==> src/sv/rtfp_pkg.sv <==
// Package for the radar target frame parser.
// Holds the frame constants and the slot and frame types shared by all modules.
// No dependencies.
`default_nettype none

package rtfp_pkg;

	localparam int WinLen     = 30;
	localparam int FillW      = 5;
	localparam int DataOfs    = 4;
	localparam int SlotStride = 8;
	localparam int NumTargets = 3;
	localparam int MaxSlots   = 3;
	localparam int NumSlots   = (NumTargets > MaxSlots) ? MaxSlots : NumTargets;
	localparam int SlotW      = 2;
	localparam int CountW     = 2;

	localparam logic [7:0] HdrByte0 = 8'hAA;
	localparam logic [7:0] HdrByte1 = 8'hFF;
	localparam logic [7:0] HdrByte2 = 8'h03;
	localparam logic [7:0] HdrByte3 = 8'h00;
	localparam logic [7:0] FtrByte0 = 8'h55;
	localparam logic [7:0] FtrByte1 = 8'hCC;

	localparam logic [FillW-1:0] FillFull = FillW'(WinLen);
	localparam logic [FillW-1:0] FillNear = FillW'(WinLen - 1);
	localparam logic [SlotW-1:0] LastSlot = SlotW'(NumSlots - 1);

	typedef logic [7:0] byte_t;

	typedef struct packed {
		logic signed [15:0] x_mm;
		logic signed [15:0] y_mm;
		logic signed [15:0] radial_speed;
		logic [15:0]        resolution;
		logic               present;
	} slot_t;

	typedef struct packed {
		logic                       load;
		slot_t [NumSlots-1:0]       slots;
		logic [CountW-1:0]          present_count;
	} frame_t;

endpackage

`default_nettype wire

==> src/sv/rtfp_window.sv <==
// Sliding byte window, fill counter and frame detector of the radar frame parser.
// Depends on rtfp_pkg.
`default_nettype none

module rtfp_window
	import rtfp_pkg::*;
(
	input  wire logic  clk,
	input  wire logic  arst_n,
	input  wire logic  accept,
	input  wire byte_t in_byte,
	output logic       near_full,
	output frame_t     frame
);

	byte_t            win_q [WinLen];
	byte_t            win_nx [WinLen];
	logic [FillW-1:0] fill_q;
	logic [FillW-1:0] fill_nx;
	logic             hdr_ok;
	logic             ftr_ok;
	logic [CountW-1:0] cnt;

	always_comb begin
		for (int i = 0; i < WinLen - 1; i++) begin
			win_nx[i] = win_q[i+1];
		end
		win_nx[WinLen-1] = in_byte;
		fill_nx = (fill_q == FillFull) ? FillFull : fill_q + FillW'(1);
	end

	assign hdr_ok = (win_nx[0] == HdrByte0) && (win_nx[1] == HdrByte1) &&
			(win_nx[2] == HdrByte2) && (win_nx[3] == HdrByte3);
	assign ftr_ok = (win_nx[WinLen-2] == FtrByte0) && (win_nx[WinLen-1] == FtrByte1);

	always_comb begin
		cnt = '0;
		for (int t = 0; t < NumSlots; t++) begin
			frame.slots[t].x_mm = {win_nx[DataOfs + t*SlotStride + 1],
					win_nx[DataOfs + t*SlotStride]};
			frame.slots[t].y_mm = {win_nx[DataOfs + t*SlotStride + 3],
					win_nx[DataOfs + t*SlotStride + 2]};
			frame.slots[t].radial_speed = {win_nx[DataOfs + t*SlotStride + 5],
					win_nx[DataOfs + t*SlotStride + 4]};
			frame.slots[t].resolution = {win_nx[DataOfs + t*SlotStride + 7],
					win_nx[DataOfs + t*SlotStride + 6]};
			frame.slots[t].present = (frame.slots[t].y_mm > 16'sd0);
			cnt = cnt + CountW'(frame.slots[t].present);
		end
		frame.present_count = cnt;
		frame.load = accept && (fill_nx == FillFull) && hdr_ok && ftr_ok;
	end

	// A frame can complete on the next byte only once this many bytes are in.
	assign near_full = (fill_q >= FillNear);

	always_ff @(posedge clk or negedge arst_n) begin
		if (!arst_n) begin
			fill_q <= '0;
			for (int i = 0; i < WinLen; i++) begin
				win_q[i] <= '0;
			end
		end else if (accept) begin
			win_q  <= win_nx;
			fill_q <= frame.load ? '0 : fill_nx;
		end
	end

`ifndef SYNTH
	a_fill_range: assert property (@(posedge clk) disable iff (!arst_n)
		fill_q <= FillFull)
		else $error("fill count beyond window length");
	a_load_needs_fill: assert property (@(posedge clk) disable iff (!arst_n)
		frame.load |-> near_full)
		else $error("frame detected before window filled");
	a_load_clears: assert property (@(posedge clk) disable iff (!arst_n)
		frame.load |=> (fill_q == '0))
		else $error("fill count not cleared after frame");
`endif

endmodule

`default_nettype wire

==> src/sv/rtfp_emit.sv <==
// Frame buffer and result sequencer of the radar frame parser: sends one target
// slot per cycle into the output register while it is free. Depends on rtfp_pkg.
`default_nettype none

module rtfp_emit
	import rtfp_pkg::*;
(
	input  wire logic          clk,
	input  wire logic          arst_n,
	input  wire frame_t        frame,
	output logic               busy,
	output logic               out_valid,
	input  wire logic          out_ready,
	output logic [SlotW-1:0]   out_slot,
	output slot_t              out_data,
	output logic [CountW-1:0]  out_count,
	output logic               out_last
);

	slot_t             buf_q [NumSlots];
	logic [CountW-1:0] cnt_q;
	logic              busy_q;
	logic [SlotW-1:0]  slot_q;
	logic              out_valid_q;
	logic [SlotW-1:0]  out_slot_q;
	slot_t             out_data_q;
	logic [CountW-1:0] out_count_q;
	logic              out_last_q;
	logic              out_free;
	logic              send;

	assign out_free = !out_valid_q || out_ready;
	assign send     = busy_q && out_free;

	always_ff @(posedge clk or negedge arst_n) begin
		if (!arst_n) begin
			busy_q      <= 1'b0;
			slot_q      <= '0;
			out_valid_q <= 1'b0;
		end else begin
			if (frame.load) begin
				busy_q <= 1'b1;
				slot_q <= '0;
			end else if (send) begin
				slot_q <= slot_q + SlotW'(1);
				if (slot_q == LastSlot) begin
					busy_q <= 1'b0;
				end
			end
			if (send) begin
				out_valid_q <= 1'b1;
			end else if (out_ready) begin
				out_valid_q <= 1'b0;
			end
		end
	end

	always_ff @(posedge clk) begin
		if (frame.load) begin
			for (int t = 0; t < NumSlots; t++) begin
				buf_q[t] <= frame.slots[t];
			end
			cnt_q <= frame.present_count;
		end
		if (send) begin
			out_slot_q  <= slot_q;
			out_data_q  <= buf_q[slot_q];
			out_count_q <= cnt_q;
			out_last_q  <= (slot_q == LastSlot);
		end
	end

	assign busy      = busy_q;
	assign out_valid = out_valid_q;
	assign out_slot  = out_slot_q;
	assign out_data  = out_data_q;
	assign out_count = out_count_q;
	assign out_last  = out_last_q;

`ifndef SYNTH
	a_load_when_idle: assert property (@(posedge clk) disable iff (!arst_n)
		frame.load |-> !busy_q)
		else $error("frame loaded while previous frame still being sent");
	a_last_ends_frame: assert property (@(posedge clk) disable iff (!arst_n)
		(send && (slot_q == LastSlot)) |=> (!busy_q && out_valid_q && out_last_q))
		else $error("last slot did not end the frame");
	a_slot_range: assert property (@(posedge clk) disable iff (!arst_n)
		busy_q |-> (slot_q <= LastSlot))
		else $error("slot index out of range");
	a_last_tag: assert property (@(posedge clk) disable iff (!arst_n)
		(out_valid_q && out_last_q) |-> (out_slot_q == LastSlot))
		else $error("last flag on wrong slot");
`endif

endmodule

`default_nettype wire

==> src/sv/radar_target_frame_parser_unit.sv <==
// Top level of the radar target frame parser.
// Depends on rtfp_pkg, rtfp_window and rtfp_emit.
//
// The slave stream takes one received serial byte per transfer on s_axis_tdata.
// Every byte shifts into a 30-byte window. When at least 30 bytes have arrived
// since the last frame and the window starts with AA FF 03 00 and ends with
// 55 CC, the frame is taken and the byte count starts over.
// For each taken frame the master stream sends three transfers, one per target
// slot, in slot order; tlast marks the third. Each carries x, y, speed and
// resolution of that slot, the present count of the frame in tdata, and the
// slot index and present flag in tuser.
// The transfer of a frame's final byte loads its slots into the frame buffer;
// the sequencer then sends them into the output register one per cycle while
// that register is free. One byte is taken every cycle while s_axis_tready is
// high; a frame occupies the result sequencer until its last slot is sent.
// When the receiver stalls, the output register holds its transfer and the
// block keeps taking bytes; s_axis_tready drops only while results of the
// previous frame are still pending and the next byte could complete a frame.
// Reset clears the window, the byte count and all valid flags; no clearing
// pass is needed and bytes are taken from the first cycle after reset.
`default_nettype none

module radar_target_frame_parser_unit
	import rtfp_pkg::*;
(
	input  wire logic        clk,
	input  wire logic        arst_n,
	input  wire logic        s_axis_tvalid,
	output logic             s_axis_tready,
	input  wire logic [7:0]  s_axis_tdata,   // [7:0] rx_byte
	output logic             m_axis_tvalid,
	input  wire logic        m_axis_tready,
	output logic [71:0]      m_axis_tdata,   // [15:0] x_mm, [31:16] y_mm,
	                                         // [47:32] radial_speed, [63:48] resolution,
	                                         // [65:64] present_count, [71:66] zero
	output logic [2:0]       m_axis_tuser,   // [1:0] target_slot, [2] present
	output logic             m_axis_tlast    // last_slot
);

	logic              accept;
	logic              near_full;
	logic              busy;
	frame_t            frame;
	logic [SlotW-1:0]  out_slot;
	slot_t             out_data;
	logic [CountW-1:0] out_count;

	// Hold off only when a byte could complete a new frame before the old one is out.
	assign s_axis_tready = !(busy && near_full);
	assign accept        = s_axis_tvalid && s_axis_tready;

	rtfp_window u_window (
		.clk       (clk),
		.arst_n    (arst_n),
		.accept    (accept),
		.in_byte   (s_axis_tdata),
		.near_full (near_full),
		.frame     (frame)
	);

	rtfp_emit u_emit (
		.clk       (clk),
		.arst_n    (arst_n),
		.frame     (frame),
		.busy      (busy),
		.out_valid (m_axis_tvalid),
		.out_ready (m_axis_tready),
		.out_slot  (out_slot),
		.out_data  (out_data),
		.out_count (out_count),
		.out_last  (m_axis_tlast)
	);

	assign m_axis_tdata = {6'b0, out_count, out_data.resolution, out_data.radial_speed,
			out_data.y_mm, out_data.x_mm};
	assign m_axis_tuser = {out_data.present, out_slot};

endmodule

`default_nettype wire
==> config.mk <==
export PLATFORM = sky130hd
export DESIGN_NAME = radar_target_frame_parser_unit
export DESIGN_NICKNAME = d
export VERILOG_FILES = /design/src/sv/rtfp_pkg.sv /design/src/sv/rtfp_window.sv /design/src/sv/rtfp_emit.sv /design/src/sv/radar_target_frame_parser_unit.sv
export SDC_FILE = /design/constraint.sdc
export NUM_CORES = 1
export LEC_CHECK = 0
export BUFFER_PORTS_ARGS = -buffer_cell sky130_fd_sc_hd__clkbuf_2
export CAP_MARGIN = 25
export CORE_MARGIN = 4
export CORE_UTILIZATION = 45
export DETAILED_ROUTE_END_ITERATION = 16
export PLACE_DENSITY_LB_ADDON = 0.05
export SLEW_MARGIN = 20
export SYNTH_ARGS = -nofsm -noshare
export SYNTH_HDL_FRONTEND = slang
export SYNTH_SLANG_ARGS = --single-unit
export TNS_END_PERCENT = 20
==> constraint.sdc <==
create_clock -name clk -period 11.5 [get_ports clk]
set_input_delay 1.725 -clock clk [delete_from_list [all_inputs] [get_ports clk]]
set_output_delay 1.725 -clock clk [all_outputs]
set_load 0.005 [all_outputs]
# Word-level counts from Yosys, hierarchy flattened
# Memory sizes are Yosys's and may differ from the RTL's. A register that Yosys moved wholly into a read port is not among the register bits.
# Index checks and enable logic that the tools add are counted.
# op_classes
add_sub_neg	4
n_lt_le_gt_ge	4
eq_ne	8
mux	11
reduce_logical	18
# ops
operator	count
greater-than comparator 16 x 1 -> 1 bit, second input constant	3
== test 8 bit, second input constant	3
== test 5 bit, second input constant	2
logical AND 1 bit	10
two-way mux 5 bit	2
== test 8 x 2 -> 1 bit, second input constant	1
== test 8 x 7 -> 1 bit, second input constant	1
logical NOT 8 bit	1
two-way mux 1 bit	7
nonzero test 2 bit	3
adder 5 x 1 -> 5 bit, second input constant	1
greater-or-equal comparator 5 bit, second input constant	1
two-way mux 2 bit	2
adder 1 x 1 -> 2 bit	1
adder 2 x 1 -> 2 bit	1
adder 2 x 1 -> 2 bit, second input constant	1
== test 2 bit, second input constant	1
logical NOT 1 bit	2
AND reduction 2 bit	1
logical OR 1 bit	1
# word_totals
regBits	248
ramBits	195
inputBits	12
out_inout_bits	78
wordCells	83
n_memories	1
# memory_table
memory	words	width	read_ports	rd_ports_with_merged_regs	wr	line_no	source
u_emit.buf_q	3	65	1	1	3	rtfp_emit.sv:20	slot_t buf_q [NumSlots];

# Longest topological paths before layout
# logic_depth
word_depth	9
depth_mapped	9
ltp_nobuf	7

# Modules after synthesis
# A second synthesis with hierarchy kept.
# unflattened
cells_unflattened	1269
area_unflattened_um2	20300.7
# by_module_without_submodules
module	n_inst	cells_each	area_each_um2	seq_area_each_um2
rtfp_window	1	759	10637.7	5930.7
rtfp_emit	1	501	9603.0	8117.8
radar_target_frame_parser_unit	1	9	60.1	0.0

# Worst setup path before layout
# OpenSTA, ideal clock, no wires.
# synth_path
path_type	input port to flip-flop
startpoint	in s_axis_tdata[4]
endpoint	mem u_emit.buf_q[0][0] (netlist bit), enable pin
t_arrival_ns	8.784
t_required_ns	10.849
slack_ns	2.065
cell_stages	4
cell_sequence	and4bb_2 nand4_1 or4_4 nor4_4
# synth_rtl
item	line_no	source
from (decl)	radar_target_frame_parser_unit.sv:30	input wire logic [7:0] s_axis_tdata,
to (decl)	rtfp_emit.sv:20	

==> run_results.csv <==
group,metric,value,unit
drt,drc,0,
drt,first_iter_violations,765,
cts,cts_buffers,54,
critical_path,start_kind,"input pin",
cts,clkTransAtPathRegs,0.06,ns
synthesis,ys_ff_latch,508,
placement,dp_hpwl,24.9,mm
power_and_ir_drop,p_leak,9.31,nW
drt,wl_per_cell,18.7,µm
timing,period_minus_slack,4.38,ns
cts,cts_max_level,2,
drt,dr_wl_met3,1.65,mm
critical_path,path_cells,"clkbuf_2 -> o21a_4 -> o211ai_1 -> nor4_4 -> buf_4 -> buf_12",
synthesis,synth.cell_area,18800,µm²
die,pin_count,90,
cells_and_area,drive_gt1_share,11.2,%
timing,setup_viol,0,
die,row_count,74,
timing,worstMarginPinSlew,1.17,ns
cts,cts_buffer_depth,3,
global_route,grt_max_degree,172,
critical_path,cp_max_fo,171,
die,dieWidth,213,µm
critical_path,cp_slowest_cell,"o21a_4",
cts,ctsResizeCount,0,
drt,met1_length,19.6,mm
placement,port_buffers,83,
synthesis,ys_seq_area_share,74.6,%
cts,clock-sinks,508,
critical_path,arrival,4.58,ns
die,start_util,45.8,%
cts,cts_tree,"yes",
die,dieArea,45200,µm²
timing,maxSlewViolCount,0,
critical_path,cp.required,11.70,ns
global_route,grt_pass1_vias,10801,
cells_and_area,antennaDiodeCount,0,
synthesis,syn_area_per_cell,12.1,µm²
synthesis,syn-instance-count,1562,
power_and_ir_drop,vdd_drop_max,0.116,mV
timing,hold_viol,0,
die,core,41100,µm²
cells_and_area,area_delta_synth_final,13.9,%
synthesis,ys.warnings.count,0,
global_route,overflow,0,
drt,drt_pass1_iterations,7,
cells_and_area,layout.nets,1655,
drt,num_vias,11076,
cts,clock-root-buffer,"clkbuf_16",
global_route,grt_pass1_wl,65.4,mm
global_route,grt_util_all_layers,18.8,%
global_route,antenna_found_initial,0,
critical_path,timing.critical_path.to_type,"flip-flop",
power_and_ir_drop,p_per_area,192,nW/µm²
run,maxCapViolCount,0,
die,dieHeight,213,µm
synthesis,synth_cell_types,42,
drt,met2_length,19.4,mm
critical_path,crit_buf_inv,3,
timing,period_share,38.1,%
timing,max_freq,228,MHz
cts,clock_latency,0.59,ns
outcome,status,"complete, no violations",
drt,highest_layer,"met4",
drt,routed_wl,41.5,mm
timing,skew,0.0133,ns
critical_path,reg2reg_slack,7.46,ns
critical_path,max_stage_delay,0.60,ns
timing,rsz0062_at_grt,"no",
timing,relSlewSlack,22.0,%
worst_hold_path,hp-class,"reg -> reg",
drt,post_drt_via_cell_ratio,5.00,
placement,gp_congestion,0.744,
cells_and_area,post-route-util,52.2,%
critical_path,path_delay_family,"buffers and inverters",
drt,ant_nets,0,
timing,fin_setup_tns,0,ns
cells_and_area,fillers,3645,
cts,ctsHoldBuffers,0,
cts,cts_setup_buffers,0,
critical_path,path_class,"in -> reg",
-- area by class of cell --
cell class | instances | area (µm²) | share of cell area, %
clock buffer | 87 | 1590 | 7.39
clock inverter | 15 | 121 | 0.566
inverter | 3 | 11.3 | 0.0525
multi-input combinational | 975 | 4450 | 20.7
sequential | 508 | 14100 | 65.5
tap | 532 | 666 | 3.10
timing repair buffer | 96 | 568 | 2.65
-- worst reg2reg max path, delay by kind of cell, from the launching register on --
family	cells	cell delay [ns]
AOI/OAI and AO/OA	2	0.96
adders and majority gates	1	0.23
buffers and inverters	2	0.98
DFF	1	0.46
and+or+nand+nor	2	0.63
-- cells in the final DEF (no fill, tap or decap), types with 4 or more instances in the layout --
master     count
nor4_1        10
mux2i_1       65
clkbuf_8      11
nand4_1        4
clkbuf_16     54
clkbuf_1      22
nand3_1        4
nand2_1      769
clkinv_2      10
dfrtp_1      239
nor3_1         5
buf_4         10
ha_1           4
clkbuf_2      82
o21ai_0       69
edfxtp_1     267
conb_1         6
-- cell families (layout without fill, tap and decap cells) --
| group | Yosys count | in the layout | share of synthesized area (%) |
|---|---|---|---|
| adder cells (fa/ha/maj) | 5 | 5 | 0.372 |
| other | 1 | 6 | 0.0199 |
| buffers and inverters | 84 | 201 | 1.98 |
| multiplexers | 65 | 65 | 3.45 |
| AND/OR/NAND/NOR | 816 | 816 | 17.2 |
| AO/OA/AOI/OAI | 82 | 82 | 2.37 |
| XOR/XNOR | 1 | 1 | 0.0465 |
| flip-flops | 508 | 508 | 74.6 |
-- cells in the mapped netlist, drive strengths merged --
master | n | share of area [%]
nand2 | 770 | 15
edfxtp | 267 | 43
dfrtp | 241 | 32
o21ai | 69 | 1.8
mux2i | 65 | 3.5
clkbuf | 45 | 0.90
buf | 36 | 1.0
nor4 | 13 | 0.58
nor3 | 5 | 0.13
and4bb | 4 | 0.27
ha | 4 | 0.27
nand3 | 4 | 0.11
nand4 | 4 | 0.13
a41oi | 3 | 0.14
inv | 3 | 0.060
nor2 | 3 | 0.060
a211oi | 2 | 0.080
and2 | 2 | 0.066
and4b | 2 | 0.11
nand2b | 2 | 0.066
nor4bb | 2 | 0.11
a21o | 1 | 0.040
a21oi | 1 | 0.027
a311oi | 1 | 0.047
a31oi | 1 | 0.033
a32oi | 1 | 0.047
and3 | 1 | 0.033
conb | 1 | 0.020
fa | 1 | 0.11
nor2b | 1 | 0.033
nor3b | 1 | 0.040
o211ai | 1 | 0.040
o21a | 1 | 0.040
o31ai | 1 | 0.040
or2 | 1 | 0.033
or4 | 1 | 0.060
xnor2 | 1 | 0.047
-- path summary, 6_finish.rpt --
path,from,endpoint,cells past startpoint
worst max register to register,u_window.fill_q[0],u_emit.buf_q[0][62],7
worst max-delay path,s_axis_tvalid,u_emit.buf_q[0][62],6
max in group asynchronous,arst_n,u_emit.slot_q[0],3
worst min-delay path,u_emit.cnt_q[0],u_emit.out_count[0],0
min in group asynchronous,arst_n,u_window.frame[143],1
worst min register to register,u_emit.cnt_q[0],u_emit.out_count[0],0
-- state kept, by name, summed over array words and instances (netlist names) --
register,flops
u_emit.buf_q,195
u_window.frame,192
u_emit.out_data,65
u_window.win_nx,40
u_window.fill_q,5
u_emit.cnt_q,2
u_emit.out_count,2
u_emit.out_slot,2
u_emit.slot_q,2
u_emit.busy,1
u_emit.out_last,1
u_emit.out_valid,1
-- per-stage QoR --
step / power, W / cell area [µm²] / hold WS (ns) / setup slack, ns / instances
2_1_floorplan: 0.00236 / 18900 / 0.400 / 2.07 / 1567
3_3_place_gp: 0.00250 / 19700 / 0.411 / 6.65 / 2112
3_5_place_dp: 0.00251 / 19700 / 0.410 / 6.56 / 2112
4_1_cts: 0.00417 / 21400 / 0.424 / 7.21 / 2214
5_1_grt: 0.00430 / 21500 / 0.435 / 7.00 / 2216
6_report: 0.00412 / 21500 / 0.421 / 7.12 / 2216
-- per-layer routing --
layer  up-vias  GRT usage [%]
li1       5351              -
met1      5447           27.9
met2       216           29.4
met3        62           3.04
met4         0           4.44
met5         -              0
-- power breakdown --
| part | internal [W] | total (W) | switching, W |
|---|---|---|---|
| Clock | 0.000965 | 0.00165 | 0.000687 |
| Sequential | 0.00207 | 0.00223 | 0.000160 |
| Combinational | 0.0000811 | 0.000231 | 0.000150 |
| Total | 0.00312 | 0.00412 | 0.000996 |
No activity file was read; power rests on OpenSTA's default activity.
